===== config.mk =====
export PLATFORM = sky130hd
export DESIGN_NAME = taper_window_gate_with_statistics
export DESIGN_NICKNAME = d
export VERILOG_FILES = /design/src/rtl/twg_pkg.sv /design/src/rtl/twg_iter.sv /design/src/rtl/taper_window_gate_with_statistics.sv
export SDC_FILE = /design/constraint.sdc
export NUM_CORES = 2
export LEC_CHECK = 0
export BUFFER_PORTS_ARGS = -buffer_cell sky130_fd_sc_hd__buf_2
export CORE_UTILIZATION = 51
export DETAILED_ROUTE_END_ITERATION = 10
export GPL_ROUTABILITY_DRIVEN = 0
export GPL_TIMING_DRIVEN = 1
export PLACE_DENSITY = 0.64
export SYNTH_ARGS = -nofsm -noshare
export SYNTH_HDL_FRONTEND = slang
export SYNTH_SLANG_ARGS = --single-unit

===== constraint.sdc =====
create_clock -name i_clk -period 11.4 [get_ports i_clk]
set_input_delay 2.28 -clock i_clk [delete_from_list [all_inputs] [get_ports i_clk]]
set_output_delay 2.28 -clock i_clk [all_outputs]
set_load 0.02 [all_outputs]

===== src/rtl/twg_pkg.sv =====
// shared types and constants of the taper window gate
package twg_pkg;

    localparam int DISP_W       = 20;
    localparam int DISP_TDATA_W = 24;
    localparam int WGT_W        = 17;
    localparam int IDX_W        = 20;
    localparam int INV_W        = 25;
    localparam int CNT_W        = 21;
    localparam int SUM_W        = 41;
    localparam int SQ_W         = 59;
    localparam int ERR_W        = 2;
    localparam int OUT_TDATA_W  = 200;
    localparam int CFG_ADDR_W   = 3;
    localparam int CFG_DATA_W   = 25;
    localparam int MUL_W        = 32;
    localparam int PROD_W       = 64;
    localparam int Q_BITS       = 24;
    localparam int X_W          = 24;
    localparam int X2_W         = 23;
    localparam int X3_W         = 22;
    localparam int P_W          = 29;
    localparam int DIV_W        = 60;
    localparam int SQRT_W       = 40;
    localparam int ROOT_W       = 20;
    localparam int REM_W        = 24;
    localparam int STEP_W       = 6;

    localparam int DEF_MAX_SAMPLES = 1048576;
    localparam int DEF_SAMPLE_BITS = 20;
    localparam int DEF_WFB         = 16;

    typedef enum logic [CFG_ADDR_W-1:0] {
        CFG_PLACE_START = 3'd0,
        CFG_FULL_START  = 3'd1,
        CFG_FULL_END    = 3'd2,
        CFG_PLACE_END   = 3'd3,
        CFG_FADE_IN     = 3'd4,
        CFG_FADE_OUT    = 3'd5
    } t_cfg_reg;

    typedef enum logic [ERR_W-1:0] {
        ERR_NONE       = 2'd0,
        ERR_FULL_EMPTY = 2'd1,
        ERR_OVERFLOW   = 2'd2
    } t_err;

    typedef enum logic {
        OP_DIV  = 1'b0,
        OP_SQRT = 1'b1
    } t_iter_op;

    typedef enum logic [4:0] {
        S_IDLE, S_TMUL, S_TCHK, S_X2, S_X3, S_LQ, S_WT, S_GATE, S_GSQ,
        S_ACC, S_FACC, S_MEAN_GO, S_MEAN_WAIT, S_MSQ_GO, S_MSQ_WAIT,
        S_RT_GO, S_RT_WAIT, S_DONE
    } t_state;

    typedef struct packed {
        logic             start;
        t_iter_op         op;
        logic [DIV_W-1:0] num;
        logic [CNT_W-1:0] den;
    } t_iter_req;

    typedef struct packed {
        logic             done;
        logic [DIV_W-1:0] quo;
        logic             rem_nz;
    } t_iter_rsp;

endpackage


===== src/rtl/twg_iter.sv =====
// bit-serial divider and integer square root sharing one shift datapath
module twg_iter (
    input  logic                i_clk,
    input  logic                i_rst_n,
    input  twg_pkg::t_iter_req  i_req,
    output twg_pkg::t_iter_rsp  o_rsp
);
    import twg_pkg::*;

    logic              r_busy;
    logic              r_done;
    logic [STEP_W-1:0] r_cnt;
    t_iter_op          r_op;
    logic [CNT_W-1:0]  r_den;
    logic [DIV_W-1:0]  r_acc;
    logic [REM_W-1:0]  r_rem;
    logic [ROOT_W-1:0] r_root;

    logic [REM_W-1:0]  div_s;
    logic [REM_W-1:0]  sq_s;
    logic [REM_W-1:0]  trial;
    logic              div_ge;
    logic              sq_ge;

    always_comb begin
        div_s  = {r_rem[REM_W-2:0], r_acc[DIV_W-1]};
        sq_s   = {r_rem[REM_W-3:0], r_acc[DIV_W-1:DIV_W-2]};
        trial  = {2'b00, r_root, 2'b01};
        div_ge = div_s >= REM_W'(r_den);
        sq_ge  = sq_s >= trial;
    end

    always_ff @(posedge i_clk) begin
        if (!i_rst_n) begin
            r_busy <= 1'b0;
            r_done <= 1'b0;
            r_cnt  <= '0;
        end else begin
            r_done <= r_busy && (r_cnt == STEP_W'(1));
            if (i_req.start) begin
                r_busy <= 1'b1;
                r_cnt  <= (i_req.op == OP_DIV) ? STEP_W'(DIV_W) : STEP_W'(ROOT_W);
            end else if (r_busy) begin
                r_cnt <= r_cnt - STEP_W'(1);
                if (r_cnt == STEP_W'(1)) begin
                    r_busy <= 1'b0;
                end
            end
        end
    end

    always_ff @(posedge i_clk) begin
        if (i_req.start) begin
            r_op   <= i_req.op;
            r_den  <= i_req.den;
            r_rem  <= '0;
            r_root <= '0;
            if (i_req.op == OP_DIV) begin
                r_acc <= i_req.num;
            end else begin
                r_acc <= i_req.num << (DIV_W - SQRT_W);
            end
        end else if (r_busy) begin
            unique case (r_op)
                OP_DIV: begin
                    r_rem <= div_ge ? div_s - REM_W'(r_den) : div_s;
                    r_acc <= {r_acc[DIV_W-2:0], div_ge};
                end
                OP_SQRT: begin
                    r_rem  <= sq_ge ? sq_s - trial : sq_s;
                    r_root <= {r_root[ROOT_W-2:0], sq_ge};
                    r_acc  <= r_acc << 2;
                end
                default: ;
            endcase
        end
    end

    assign o_rsp.done   = r_done;
    assign o_rsp.quo    = (r_op == OP_DIV) ? r_acc : DIV_W'(r_root);
    assign o_rsp.rem_nz = (r_rem != '0);

endmodule


===== src/rtl/taper_window_gate_with_statistics.sv =====
// taper window gate: quintic fade weight, gated sample and profile statistics
//
// Input channel (i_s_*): one displacement sample per station, tlast on the
// final station of a profile. Stations are numbered internally from zero.
// Output channel (o_m_*): one result per input item: gated sample and weight,
// and on the item carrying tlast also counts, means, rms and peaks of the
// full-amplitude set and of the whole profile (o_m_tlast set, o_m_tuser the
// error code). Registers are written through i_cfg_* while the block is idle;
// the user must keep to this, as the block has no check of its own. One item
// at a time passes a sequencer around a single 32x32 multiplier. An item with
// weight 0 or 1 runs S_GATE through S_DONE into the output register; in a fade
// S_TMUL and S_TCHK come first, then S_X2 to S_WT unless the fraction is zero
// or saturates. The input is ready again when the result is loaded. The last
// item of a profile adds per set one 60-step division for the mean, one for
// the mean square and a 20-step square root, all in the bit-serial unit.
// The output register parts the two sides: the next item is taken while a
// result waits; a stalled receiver holds only the following result.
// Reset clears the registers to their defaults, the station counter and all
// sums; the statistics clear again after each last item.
module taper_window_gate_with_statistics #(
    parameter int MAX_SAMPLES          = twg_pkg::DEF_MAX_SAMPLES,
    parameter int SAMPLE_BITS          = twg_pkg::DEF_SAMPLE_BITS,
    parameter int WEIGHT_FRACTION_BITS = twg_pkg::DEF_WFB
) (
    input  logic                                i_clk,
    input  logic                                i_rst_n,
    input  logic                                i_s_tvalid,
    output logic                                o_s_tready,
    input  logic [twg_pkg::DISP_TDATA_W-1:0]    i_s_tdata,   // displacement
    input  logic                                i_s_tlast,
    output logic                                o_m_tvalid,
    input  logic                                i_m_tready,
    // gated_displacement, weight, full_count, full_mean, full_rms, full_peak,
    // all_count, all_mean, all_rms, all_peak
    output logic [twg_pkg::OUT_TDATA_W-1:0]     o_m_tdata,
    output logic                                o_m_tlast,   // stats_valid
    output logic [twg_pkg::ERR_W-1:0]           o_m_tuser,   // error_code
    input  logic                                i_cfg_we,
    input  logic [twg_pkg::CFG_ADDR_W-1:0]      i_cfg_addr,
    input  logic [twg_pkg::CFG_DATA_W-1:0]      i_cfg_data
);
    import twg_pkg::*;

    localparam logic [WGT_W-1:0] W_ONE   = WGT_W'(1) << WEIGHT_FRACTION_BITS;
    localparam int               L_SHIFT = Q_BITS - WEIGHT_FRACTION_BITS;
    localparam int               GMAG_W  = DISP_W + WGT_W;
    localparam logic [CNT_W-1:0] CNT_MAX = CNT_W'(MAX_SAMPLES);

    // configuration
    logic [IDX_W-1:0] r_ps, r_fs, r_fe, r_pe;
    logic [INV_W-1:0] r_fin, r_fout;

    // sequencer and item datapath
    t_state              r_state, n_state;
    logic [PROD_W-1:0]   r_prod;
    logic [MUL_W-1:0]    mul_a, mul_b;
    logic signed [DISP_W-1:0] r_d;
    logic                r_last;
    logic [IDX_W-1:0]    r_dist;
    logic [INV_W-1:0]    r_inv;
    logic [WGT_W-1:0]    r_w;
    logic [X_W-1:0]      r_x;
    logic [X2_W-1:0]     r_x2;
    logic                r_hi;
    logic signed [DISP_W-1:0] r_g;
    logic [DISP_W-1:0]   r_gmag;
    logic                r_pass;
    logic [SQRT_W-1:0]   r_msq;

    // statistics
    logic [CNT_W-1:0]    r_station;
    logic                r_ovf;
    logic [CNT_W-1:0]    r_acnt, r_fcnt;
    logic signed [SUM_W-1:0] r_asum, r_fsum;
    logic [SQ_W-1:0]     r_asq, r_fsq;
    logic [DISP_W-1:0]   r_apk, r_fpk;
    logic [DISP_W-1:0]   r_fmean, r_frms, r_amean, r_arms;

    // output register
    logic                r_ovalid;
    logic [DISP_W-1:0]   r_og;
    logic [WGT_W-1:0]    r_ow;
    logic                r_olast;
    logic [ERR_W-1:0]    r_oerr;
    logic [CNT_W-1:0]    r_ofcnt, r_oacnt;
    logic [DISP_W-1:0]   r_ofmean, r_ofrms, r_ofpk, r_oamean, r_oarms, r_oapk;

    t_iter_req           iter_req;
    t_iter_rsp           iter_rsp;

    // combinational helpers
    logic signed [DISP_W-1:0] d_in;
    logic [CNT_W-1:0]    idx;
    logic                in_zero, in_fadein, in_fadeout;
    logic [DISP_W-1:0]   dmag;
    logic [P_W-1:0]      poly;
    logic [X_W-1:0]      lq;
    logic [WGT_W-1:0]    lw;
    logic [GMAG_W-1:0]   pmag;
    logic [DISP_W-1:0]   gmag;
    logic                in_full;
    logic                counting;
    logic                out_free;
    logic signed [SUM_W-1:0] sel_sum;
    logic [SUM_W-1:0]    sel_sum_mag;
    logic [CNT_W-1:0]    sel_cnt;
    logic [SQ_W-1:0]     sel_sq;
    logic [DISP_W-1:0]   mean_mag;

    always_comb begin
        d_in = $signed(i_s_tdata[DISP_W-1:0] << (DISP_W - SAMPLE_BITS))
               >>> (DISP_W - SAMPLE_BITS);
        idx        = r_station;
        in_zero    = (idx <= CNT_W'(r_ps)) || (idx >= CNT_W'(r_pe));
        in_fadein  = idx < CNT_W'(r_fs);
        in_fadeout = idx > CNT_W'(r_fe);
        dmag       = r_d[DISP_W-1] ? DISP_W'(-r_d) : DISP_W'(r_d);
        poly = P_W'(10) * (P_W'(1) << Q_BITS) - (P_W'(r_x) << 4) + P_W'(r_x)
               + (P_W'(r_x2) << 2) + (P_W'(r_x2) << 1);
        lq   = r_prod[Q_BITS+X_W-1:Q_BITS];
        lw   = WGT_W'(lq >> L_SHIFT);
        pmag = r_prod[GMAG_W-1:0];
        gmag = r_d[DISP_W-1]
             ? DISP_W'((pmag + GMAG_W'(W_ONE - WGT_W'(1))) >> WEIGHT_FRACTION_BITS)
             : DISP_W'(pmag >> WEIGHT_FRACTION_BITS);
        in_full  = (idx >= CNT_W'(r_fs)) && (idx <= CNT_W'(r_fe));
        counting = idx < CNT_MAX;
        out_free = !r_ovalid || i_m_tready;
        sel_sum  = r_pass ? r_asum : r_fsum;
        sel_cnt  = r_pass ? r_acnt : r_fcnt;
        sel_sq   = r_pass ? r_asq : r_fsq;
        sel_sum_mag = sel_sum[SUM_W-1] ? SUM_W'(-sel_sum) : SUM_W'(sel_sum);
        mean_mag = DISP_W'(iter_rsp.quo) + DISP_W'(iter_rsp.rem_nz);
    end

    // next state, multiplier operands and requests to the serial unit
    always_comb begin
        n_state  = r_state;
        mul_a    = '0;
        mul_b    = '0;
        iter_req = '0;
        unique case (r_state)
            S_IDLE: begin
                if (i_s_tvalid) begin
                    n_state = (!in_zero && (in_fadein || in_fadeout)) ? S_TMUL : S_GATE;
                end
            end
            S_TMUL: begin
                mul_a   = MUL_W'(r_dist);
                mul_b   = MUL_W'(r_inv);
                n_state = S_TCHK;
            end
            S_TCHK: begin
                if (r_prod >= (PROD_W'(1) << Q_BITS) || r_prod == '0) begin
                    n_state = S_GATE;
                end else begin
                    n_state = S_X2;
                end
            end
            S_X2: begin
                mul_a   = MUL_W'(r_x);
                mul_b   = MUL_W'(r_x);
                n_state = S_X3;
            end
            S_X3: begin
                mul_a   = MUL_W'(r_prod[Q_BITS+X2_W-1:Q_BITS]);
                mul_b   = MUL_W'(r_x);
                n_state = S_LQ;
            end
            S_LQ: begin
                mul_a   = MUL_W'(r_prod[Q_BITS+X3_W-1:Q_BITS]);
                mul_b   = MUL_W'(poly);
                n_state = S_WT;
            end
            S_WT: begin
                n_state = S_GATE;
            end
            S_GATE: begin
                mul_a   = MUL_W'(dmag);
                mul_b   = MUL_W'(r_w);
                n_state = S_GSQ;
            end
            S_GSQ: begin
                mul_a   = MUL_W'(gmag);
                mul_b   = MUL_W'(gmag);
                n_state = S_ACC;
            end
            S_ACC: begin
                mul_a   = MUL_W'(dmag);
                mul_b   = MUL_W'(dmag);
                n_state = S_FACC;
            end
            S_FACC: begin
                n_state = r_last ? S_MEAN_GO : S_DONE;
            end
            S_MEAN_GO: begin
                iter_req.start = 1'b1;
                iter_req.op    = OP_DIV;
                iter_req.num   = DIV_W'(sel_sum_mag);
                iter_req.den   = sel_cnt;
                n_state        = S_MEAN_WAIT;
            end
            S_MEAN_WAIT: begin
                if (iter_rsp.done) begin
                    n_state = S_MSQ_GO;
                end
            end
            S_MSQ_GO: begin
                iter_req.start = 1'b1;
                iter_req.op    = OP_DIV;
                iter_req.num   = DIV_W'(sel_sq);
                iter_req.den   = sel_cnt;
                n_state        = S_MSQ_WAIT;
            end
            S_MSQ_WAIT: begin
                if (iter_rsp.done) begin
                    n_state = S_RT_GO;
                end
            end
            S_RT_GO: begin
                iter_req.start = 1'b1;
                iter_req.op    = OP_SQRT;
                iter_req.num   = DIV_W'(r_msq);
                n_state        = S_RT_WAIT;
            end
            S_RT_WAIT: begin
                if (iter_rsp.done) begin
                    n_state = r_pass ? S_DONE : S_MEAN_GO;
                end
            end
            S_DONE: begin
                if (out_free) begin
                    n_state = S_IDLE;
                end
            end
            default: n_state = S_IDLE;
        endcase
    end

    always_ff @(posedge i_clk) begin
        if (!i_rst_n) begin
            r_state <= S_IDLE;
        end else begin
            r_state <= n_state;
        end
    end

    // configuration registers
    always_ff @(posedge i_clk) begin
        if (!i_rst_n) begin
            r_ps   <= '0;
            r_fs   <= '0;
            r_fe   <= '0;
            r_pe   <= '0;
            r_fin  <= INV_W'(1);
            r_fout <= INV_W'(1);
        end else if (i_cfg_we) begin
            unique case (i_cfg_addr)
                CFG_PLACE_START: r_ps   <= i_cfg_data[IDX_W-1:0];
                CFG_FULL_START:  r_fs   <= i_cfg_data[IDX_W-1:0];
                CFG_FULL_END:    r_fe   <= i_cfg_data[IDX_W-1:0];
                CFG_PLACE_END:   r_pe   <= i_cfg_data[IDX_W-1:0];
                CFG_FADE_IN:     r_fin  <= i_cfg_data[INV_W-1:0];
                CFG_FADE_OUT:    r_fout <= i_cfg_data[INV_W-1:0];
                default: ;
            endcase
        end
    end

    // shared multiplier with registered product
    always_ff @(posedge i_clk) begin
        r_prod <= PROD_W'(mul_a) * PROD_W'(mul_b);
    end

    // item datapath
    always_ff @(posedge i_clk) begin
        unique case (r_state)
            S_IDLE: begin
                r_d    <= d_in;
                r_last <= i_s_tlast;
                r_inv  <= in_fadein ? r_fin : r_fout;
                r_dist <= in_fadein ? IDX_W'(idx - CNT_W'(r_ps))
                                    : IDX_W'(CNT_W'(r_pe) - idx);
                r_w    <= in_zero ? '0 : W_ONE;
            end
            S_TCHK: begin
                if (r_prod >= (PROD_W'(1) << Q_BITS)) begin
                    r_w <= W_ONE;
                end else if (r_prod == '0) begin
                    r_w <= '0;
                end else begin
                    // upper half folds onto the lower half of the curve
                    r_hi <= r_prod[Q_BITS-1:0] > (X_W'(1) << (Q_BITS - 1));
                    r_x  <= (r_prod[Q_BITS-1:0] > (X_W'(1) << (Q_BITS - 1)))
                          ? X_W'(-r_prod[Q_BITS-1:0]) : r_prod[Q_BITS-1:0];
                end
            end
            S_X3: begin
                r_x2 <= r_prod[Q_BITS+X2_W-1:Q_BITS];
            end
            S_WT: begin
                r_w <= r_hi ? W_ONE - lw : lw;
            end
            S_GSQ: begin
                r_gmag <= gmag;
                r_g    <= r_d[DISP_W-1] ? -$signed(gmag) : $signed(gmag);
            end
            S_MEAN_WAIT: begin
                if (iter_rsp.done) begin
                    if (r_pass) begin
                        r_amean <= sel_sum[SUM_W-1] ? -mean_mag : DISP_W'(iter_rsp.quo);
                    end else begin
                        r_fmean <= sel_sum[SUM_W-1] ? -mean_mag : DISP_W'(iter_rsp.quo);
                    end
                end
            end
            S_MSQ_WAIT: begin
                if (iter_rsp.done) begin
                    r_msq <= iter_rsp.quo[SQRT_W-1:0];
                end
            end
            S_RT_WAIT: begin
                if (iter_rsp.done) begin
                    if (r_pass) begin
                        r_arms <= iter_rsp.quo[DISP_W-1:0];
                    end else begin
                        r_frms <= iter_rsp.quo[DISP_W-1:0];
                    end
                end
            end
            default: ;
        endcase
    end

    // statistics and station counter
    always_ff @(posedge i_clk) begin
        if (!i_rst_n) begin
            r_station <= '0;
            r_ovf     <= 1'b0;
            r_pass    <= 1'b0;
            r_acnt    <= '0;
            r_asum    <= '0;
            r_asq     <= '0;
            r_apk     <= '0;
            r_fcnt    <= '0;
            r_fsum    <= '0;
            r_fsq     <= '0;
            r_fpk     <= '0;
        end else begin
            unique case (r_state)
                S_IDLE: begin
                    r_pass <= 1'b0;
                end
                S_ACC: begin
                    if (counting) begin
                        r_acnt <= r_acnt + CNT_W'(1);
                        r_asum <= r_asum + SUM_W'(r_g);
                        r_asq  <= r_asq + SQ_W'(r_prod);
                        if (r_gmag > r_apk) begin
                            r_apk <= r_gmag;
                        end
                    end else begin
                        r_ovf <= 1'b1;
                    end
                end
                S_FACC: begin
                    if (counting) begin
                        r_station <= r_station + CNT_W'(1);
                        if (in_full) begin
                            r_fcnt <= r_fcnt + CNT_W'(1);
                            r_fsum <= r_fsum + SUM_W'(r_d);
                            r_fsq  <= r_fsq + SQ_W'(r_prod);
                            if (dmag > r_fpk) begin
                                r_fpk <= dmag;
                            end
                        end
                    end
                end
                S_RT_WAIT: begin
                    if (iter_rsp.done) begin
                        r_pass <= 1'b1;
                    end
                end
                S_DONE: begin
                    if (out_free && r_last) begin
                        r_station <= '0;
                        r_ovf     <= 1'b0;
                        r_acnt    <= '0;
                        r_asum    <= '0;
                        r_asq     <= '0;
                        r_apk     <= '0;
                        r_fcnt    <= '0;
                        r_fsum    <= '0;
                        r_fsq     <= '0;
                        r_fpk     <= '0;
                    end
                end
                default: ;
            endcase
        end
    end

    // output register
    always_ff @(posedge i_clk) begin
        if (!i_rst_n) begin
            r_ovalid <= 1'b0;
        end else if (r_state == S_DONE && out_free) begin
            r_ovalid <= 1'b1;
        end else if (i_m_tready) begin
            r_ovalid <= 1'b0;
        end
    end

    always_ff @(posedge i_clk) begin
        if (r_state == S_DONE && out_free) begin
            r_og    <= r_g;
            r_ow    <= r_w;
            r_olast <= r_last;
            if (r_last) begin
                r_oerr   <= r_ovf ? ERR_OVERFLOW
                          : ((r_fcnt == '0) ? ERR_FULL_EMPTY : ERR_NONE);
                r_ofcnt  <= r_fcnt;
                r_ofmean <= (r_fcnt == '0) ? '0 : r_fmean;
                r_ofrms  <= (r_fcnt == '0) ? '0 : r_frms;
                r_ofpk   <= r_fpk;
                r_oacnt  <= r_acnt;
                r_oamean <= (r_acnt == '0) ? '0 : r_amean;
                r_oarms  <= (r_acnt == '0) ? '0 : r_arms;
                r_oapk   <= r_apk;
            end else begin
                r_oerr   <= ERR_NONE;
                r_ofcnt  <= '0;
                r_ofmean <= '0;
                r_ofrms  <= '0;
                r_ofpk   <= '0;
                r_oacnt  <= '0;
                r_oamean <= '0;
                r_oarms  <= '0;
                r_oapk   <= '0;
            end
        end
    end

    twg_iter u_iter (
        .i_clk   (i_clk),
        .i_rst_n (i_rst_n),
        .i_req   (iter_req),
        .o_rsp   (iter_rsp)
    );

    assign o_s_tready = (r_state == S_IDLE);
    assign o_m_tvalid = r_ovalid;
    assign o_m_tlast  = r_olast;
    assign o_m_tuser  = r_oerr;
    assign o_m_tdata  = {1'b0, r_oapk, r_oarms, r_oamean, r_oacnt,
                         r_ofpk, r_ofrms, r_ofmean, r_ofcnt, r_ow, r_og};

    a_weight_range: assert property (@(posedge i_clk) disable iff (!i_rst_n)
        r_ovalid |-> (r_ow <= W_ONE))
        else $error("weight above full amplitude");

    a_station_bound: assert property (@(posedge i_clk) disable iff (!i_rst_n)
        r_station <= CNT_MAX)
        else $error("station counter past limit");

    a_plain_result: assert property (@(posedge i_clk) disable iff (!i_rst_n)
        (r_ovalid && !r_olast) |-> (r_ofcnt == '0 && r_oacnt == '0 && r_oerr == ERR_NONE))
        else $error("statistics on a plain result");

    a_iter_done: assert property (@(posedge i_clk) disable iff (!i_rst_n)
        iter_rsp.done |-> (r_state == S_MEAN_WAIT || r_state == S_MSQ_WAIT
                           || r_state == S_RT_WAIT))
        else $error("serial unit finished outside a wait step");

endmodule

# == Word level (Yosys, flattened, before mapping) ==
# Cells that the tools add are included.
# word_totals
ff_bits,1132
latch_bits,0
ramBits,0
romBits,0
inputBits,58
out_inout_bits,205
wordCells,267
memories,0
# op_classes
n_addsub,24
mul,1
div,0
magnitude_cmp,13
eq_ne,36
n_shift,0
muxes,80
bitwise_logic,5
n_reduce_logical,51
# ops
operator,n
2-to-1 mux 59 bit,5
2-to-1 mux 41 bit,6
2-to-1 mux 20 bit,12
case mux 59 bit (2 select lines),2
case mux 62 bit (3 select lines),1
2-to-1 mux 60 bit,3
case mux 29 bit (6 select lines),1
case mux 41 bit (2 select lines),2
case mux 24 bit (6 select lines),1
2-to-1 mux 21 bit,6
case mux 21 bit (2 select lines),3
case mux 60 bit (2 select lines),1
adder 59 bit,2
case mux 5 bit (18 select lines),1
adder 41 x 20 -> 41 bit,2
case mux 20 bit (2 select lines),2
2-to-1 mux 24 bit,3
2-to-1 mux 17 bit,4
greater-or-equal comparator 64 x 25 -> 1 bit (second input constant),1
logical NOT 64 bit,1
multiplier 32 x 32 -> 64 bit,1
adder 21 x 1 -> 21 bit (second input constant),3
negation 20 bit,3
adder 29 x 24 -> 29 bit,2
other kinds (56),142

# == Longest topological paths before layout ==
# logic_depth
word_depth,7
mapped_depth,49
ltp_nobuf,46

# == Cells and area by module ==
# Synthesis repeated with hierarchy kept, for this count alone.
# hier_totals
hier_cells,10019
area_unflattened_um2,90484.3
# by_module_without_submodules
mod,instances,cells_per_inst,area_per_inst_um2,seq_area_each_um2
taper_window_gate_with_statistics,1,8967,81104.0,24723.7
twg_iter,1,1052,9380.2,3503.4

# == Least setup slack after synthesis ==
# OpenSTA, ideal clock, no wires.
# synth_timing
kind,register to register
start,register r_x[4]
end,register r_prod[50]
setup_ns,0.072
arrival_time_ns,10.064
t_required_ns,11.328
slack_ns,1.265
path_stages_with_launch,38
n_path_buf,2
period_less_slack_ns,10.135
cell_sequence,edfxtp_1 -> inv_1 -> fa_1 -> inv_1 -> fa_1 -> ha_1 -> a21o_1 -> a21oi_1 -> o21ai_0 -> a21oi_1 -> o21ai_0 -> a31o_2 -> xor2_1 -> a2111oi_0 -> clkbuf_1 -> nor2_1 -> fa_1 -> inv_1 -> [... 2 more ...] -> fa_1 -> fa_1 -> fa_1 -> fa_1 -> inv_1 -> fa_1 -> inv_1 -> ha_1 -> clkbuf_1 -> nand4_1 -> nor2_1 -> nand2_1 -> o31ai_1 -> a31oi_1 -> o21ai_0 -> a31oi_1 -> o21ai_0 -> xor2_1
# synth_between
elab_chain_len,6
word_cells_on_any_way,7
cone_classes,add/sub (4); mul (1); mux (2)
# synth_lines
element,line_no,source
start: declaration,taper_window_gate_with_statistics.sv:62,logic [X_W-1:0] r_x;
start signal: assignment,taper_window_gate_with_statistics.sv:294,r_x <= (r_prod[Q_BITS-1:0] > (X_W'(1) << (Q_BITS - 1)))
subtractor 28 x 28 -> 29 bit,taper_window_gate_with_statistics.sv:118,poly = P_W'(10) * (P_W'(1) << Q_BITS) - (P_W'(r_x) << 4) + P_W'(r_x)
adder 29 x 24 -> 29 bit,taper_window_gate_with_statistics.sv:118,
adder 29 x 25 -> 29 bit,taper_window_gate_with_statistics.sv:119,+ (P_W'(r_x2) << 2) + (P_W'(r_x2) << 1);
adder 29 x 24 -> 29 bit,taper_window_gate_with_statistics.sv:119,
case mux 29 bit (6 select lines),taper_window_gate_with_statistics.sv:142,unique case (r_state)
multiplier 32 x 32 -> 64 bit (*),taper_window_gate_with_statistics.sv:272,r_prod <= PROD_W'(mul_a) * PROD_W'(mul_b);
end signal: assignment,taper_window_gate_with_statistics.sv:272,
end: declaration,taper_window_gate_with_statistics.sv:55,logic [PROD_W-1:0] r_prod;
# Mark *: on every way between the ends. The rest lies on a longest branch, timed or not.
# A chain may end at the register's enable or synchronous reset.

# == Final worst setup path ==
# layout_timing
start,register r_x[3]
end,register r_prod[49]
# Same word-level chain as after synthesis.

==> flow_metrics.py <==
metrics = {
    "floorplan": {
        "die_height_um": 419,
        "dieArea_mm2": 0.175,
        "ios": 263,
        "std_cell_rows": 152,
        "initial_utilization_pct": 51.5,
        "fp.coreArea_mm2": 0.172,
        "die_w_um": 419,
    },
    "drt": {
        "drtIter0Drc": 6730,
        "drt_pass1_iterations": 7,
        "wl_per_cell_um": 22.7,
        "postRouteAntennaNets": 0,
        "finalWirelength_um": 282000,
        "viasPerCell": 5.91,
        "drc": 0,
        "num_vias": 73400,
    },
    "layout": {
        "drive_above_1_share_pct": 8.57,
        "final_cell_mix": "nand2_1 (1187), inv_1 (1101), nor2_1 (754)",
        "areaGrowthSynthToFinish_pct": 9.88,
        "fin_nets": 11300,
        "layout_commonest_cell": "nand2_1",
    },
    "placed_design": {
        "pre_cts_ws_ns": 0.163,
        "dp.final_hpwl_um": 216000,
        "portBuffers": 257,
    },
    "yosys": {
        "ys_async_sr_fraction_pct": 0,
        "syn_inst": 9828,
        "post_synth.cell_area_avg_um2": 9.01,
        "ys.flop_type": "edfxtp_1",
        "synth_edf_count": 574,
        "yosys_warnings": 0,
        "synth-seq-cells": 1123,
        "yosysSeqAreaShare_pct": 31.9,
        "synth_cell_types": 89,
        "synth_area_mm2": 0.0886,
    },
    "timing": {
        "setup_violations": 0,
        "worst_pin_slew_ns": 1.27,
        "slew_headroom_pct": 15.0,
        "setup_ws_ns": 0.412,
        "min_period_ns": 10.99,
        "finalSetupTns_ns": 0,
        "finalMaxSlewViolations": 0,
        "fin_skew_ns": 0.0482,
        "fin_crit_sh_pct": 96.4,
        "hold_viol_final": 0,
        "max_freq_mhz": 91.0,
    },
    "cts": {
        "numCtsBuffers": 119,
        "clkTransAtPathRegs_ns": 0.06,
        "clock_latency_ns": 0.78,
        "clockRootBuffer": "clkbuf_16",
        "clockBufferDepth": 3,
        "cts_tree": "built",
        "cts_htree_levels": 3,
        "cts_sinks": 1123,
    },
    "power_and_ir_drop": {
        "powerDensity_mw_per_mm2": 222,
        "total_leakage_power_uw": 0.0418,
        "ir_worst_vdd_mv": 0.274,
    },
    "worst_hold_path": {
        "hold-path-cell-count": 2,
        "hold_path_end": "r_fin[22]",
        "hp-start": "r_fin[22]",
        "hold_class": "reg2reg",
    },
    "status": {
        "status": "finished clean",
    },
    "critical_path": {
        "critPathKind": "reg2reg",
        "rrSetupSlack_ns": 0.41,
        "rr_startpoint": "r_x[3]",
        "critPathMaxFanout": 10,
        "cp_common_cell": "fa_1",
        "cp.arrival_ns": 11.61,
        "crit_required_ns": 12.02,
        "reg2reg_to": "r_prod[49]",
        "max_stage_delay_ns": 0.69,
        "crit_path_end_kind": "flip-flop",
        "reg2reg_depth": 41,
        "crit_slowest_cell": "a2111oi_2",
        "cp-start-kind": "flip-flop",
    },
    "job": {
        "drv_cap": 0,
    },
    "global_route": {
        "grt_pass1_vias": 71900,
        "grtUsageTotal_pct": 31.9,
        "antenna_found_initial": 6,
        "grt-ovfl-total": 0,
        "grt_pass1_wl_um": 429000,
        "grt_max_degree": 160,
    },
}
## stage by stage
step | cells | util, % | power (µW) | instance area (µm²) | hold WS [ns]
after floorplan | 9838 | - | 13100 | 88600 | 0.424
after global placement | 12200 | 54.1 | 17100 | 93000 | 0.439
after detailed placement | 12200 | 54.1 | 17200 | 93000 | 0.444
after CTS | 12400 | 56.4 | 21400 | 97200 | 0.453
after global routing | 12400 | 56.5 | 23000 | 97300 | 0.468
final | 12400 | 56.5 | 21600 | 97300 | 0.450
## sequential cells by signal, indices dropped and copies added, names as in the netlist, 21 cells and up
register / flops
r_fsum: 41
r_oacnt: 21
u_iter.r_acc: 60
r_fout: 25
r_asum: 41
r_inv: 25
r_prod: 56
u_iter.r_rem: 24
r_msq: 40
r_asq: 59
r_x: 24
r_fcnt: 21
r_acnt: 21
u_iter.r_den: 21
r_ofcnt: 21
r_fsq: 59
r_fin: 25
r_x2: 23
idx: 21
## final cells by class
| cell class | instances | area (µm²) |
|---|---|---|
| diodes | 3 | 7.51 |
| clock buffers | 149 | 3280 |
| clock inverters | 79 | 833 |
| fillers | 15300 | 74800 |
| inverters | 1107 | 4160 |
| multi-input cells | 7130 | 54700 |
| flip-flops and latches | 1123 | 28200 |
| well taps | 2310 | 2890 |
| repair buffers | 508 | 3240 |
## Yosys cell counts, drive strengths merged (66+ instances only)
cell type | instances | area, µm²
a21o | 265 | 1990
a21oi | 737 | 3690
a31oi | 81 | 507
and2 | 227 | 1420
and3 | 66 | 413
clkbuf | 420 | 1580
dfxtp | 549 | 11000
edfxtp | 574 | 17200
fa | 644 | 12900
ha | 630 | 7880
inv | 1106 | 4150
mux2i | 180 | 1800
nand2 | 1191 | 4470
nand2b | 94 | 588
nand3 | 267 | 1350
nand4 | 103 | 644
nor2 | 767 | 2890
nor2b | 113 | 707
nor3 | 105 | 526
o21ai | 368 | 1840
xnor2 | 297 | 2600
xor2 | 215 | 1890
## routing by layer
layer	part of all wire, %	wire length, µm	GRT usage [%]
met5	0.019	54	0.194
met4	6.3	17700	17.5
met3	8.7	24600	5.54
met2	45	128000	51.0
met1	40	112000	41.2
## repair_timing
action	CTS	global route
buffers inserted	0	13
setup endpoints to repair	0	12
hold buffers	0	0
resized for setup	0	21
## worst max-delay path: cells and delay by family, from the launching register on
family                   cells  cell delay [ns]
buffers and inverters        8             0.95
XOR/XNOR                     2             0.25
flip-flops                   1             0.50
AO/OA/AOI/OAI               18             4.14
AND/OR/NAND/NOR              2             0.22
adder cells (fa/ha/maj)     11             4.81
## worst max path at each step
stage / from / to / slack [ns]
3_5_place_dp: r_x[14] / r_prod[50] / 0.16
3_3_place_gp: r_x[14] / r_prod[50] / 0.18
6_report: r_x[3] / r_prod[49] / 0.41
4_1_cts: r_x[14] / r_prod[50] / 0.1
5_1_grt: r_x[4] / r_prod[50] / -0.002
2_1_floorplan: r_x[4] / r_prod[50] / 1.26
## cells by family (layout without fill, tap and decap cells)
kind of cell    Yosys count  count (layout)  synth area share (%)
compound gates         2010            2010                  14.2
xor+xnor                512             512                  5.07
fa+ha+maj              1274            1274                  23.5
buf+inv                1585            1843                  6.76
flops                  1123            1123                  31.9
mux                     222             222                  2.57
other cells               2              15               0.00848
simple gates           3100            3100                  16.0
## power by group
group	internal, µW	switching (µW)	total (µW)
clock	2320	1760	4080
combinational	4360	7980	12300
sequential	4730	496	5220
Note: power is estimated with default switching activity, not from simulation.
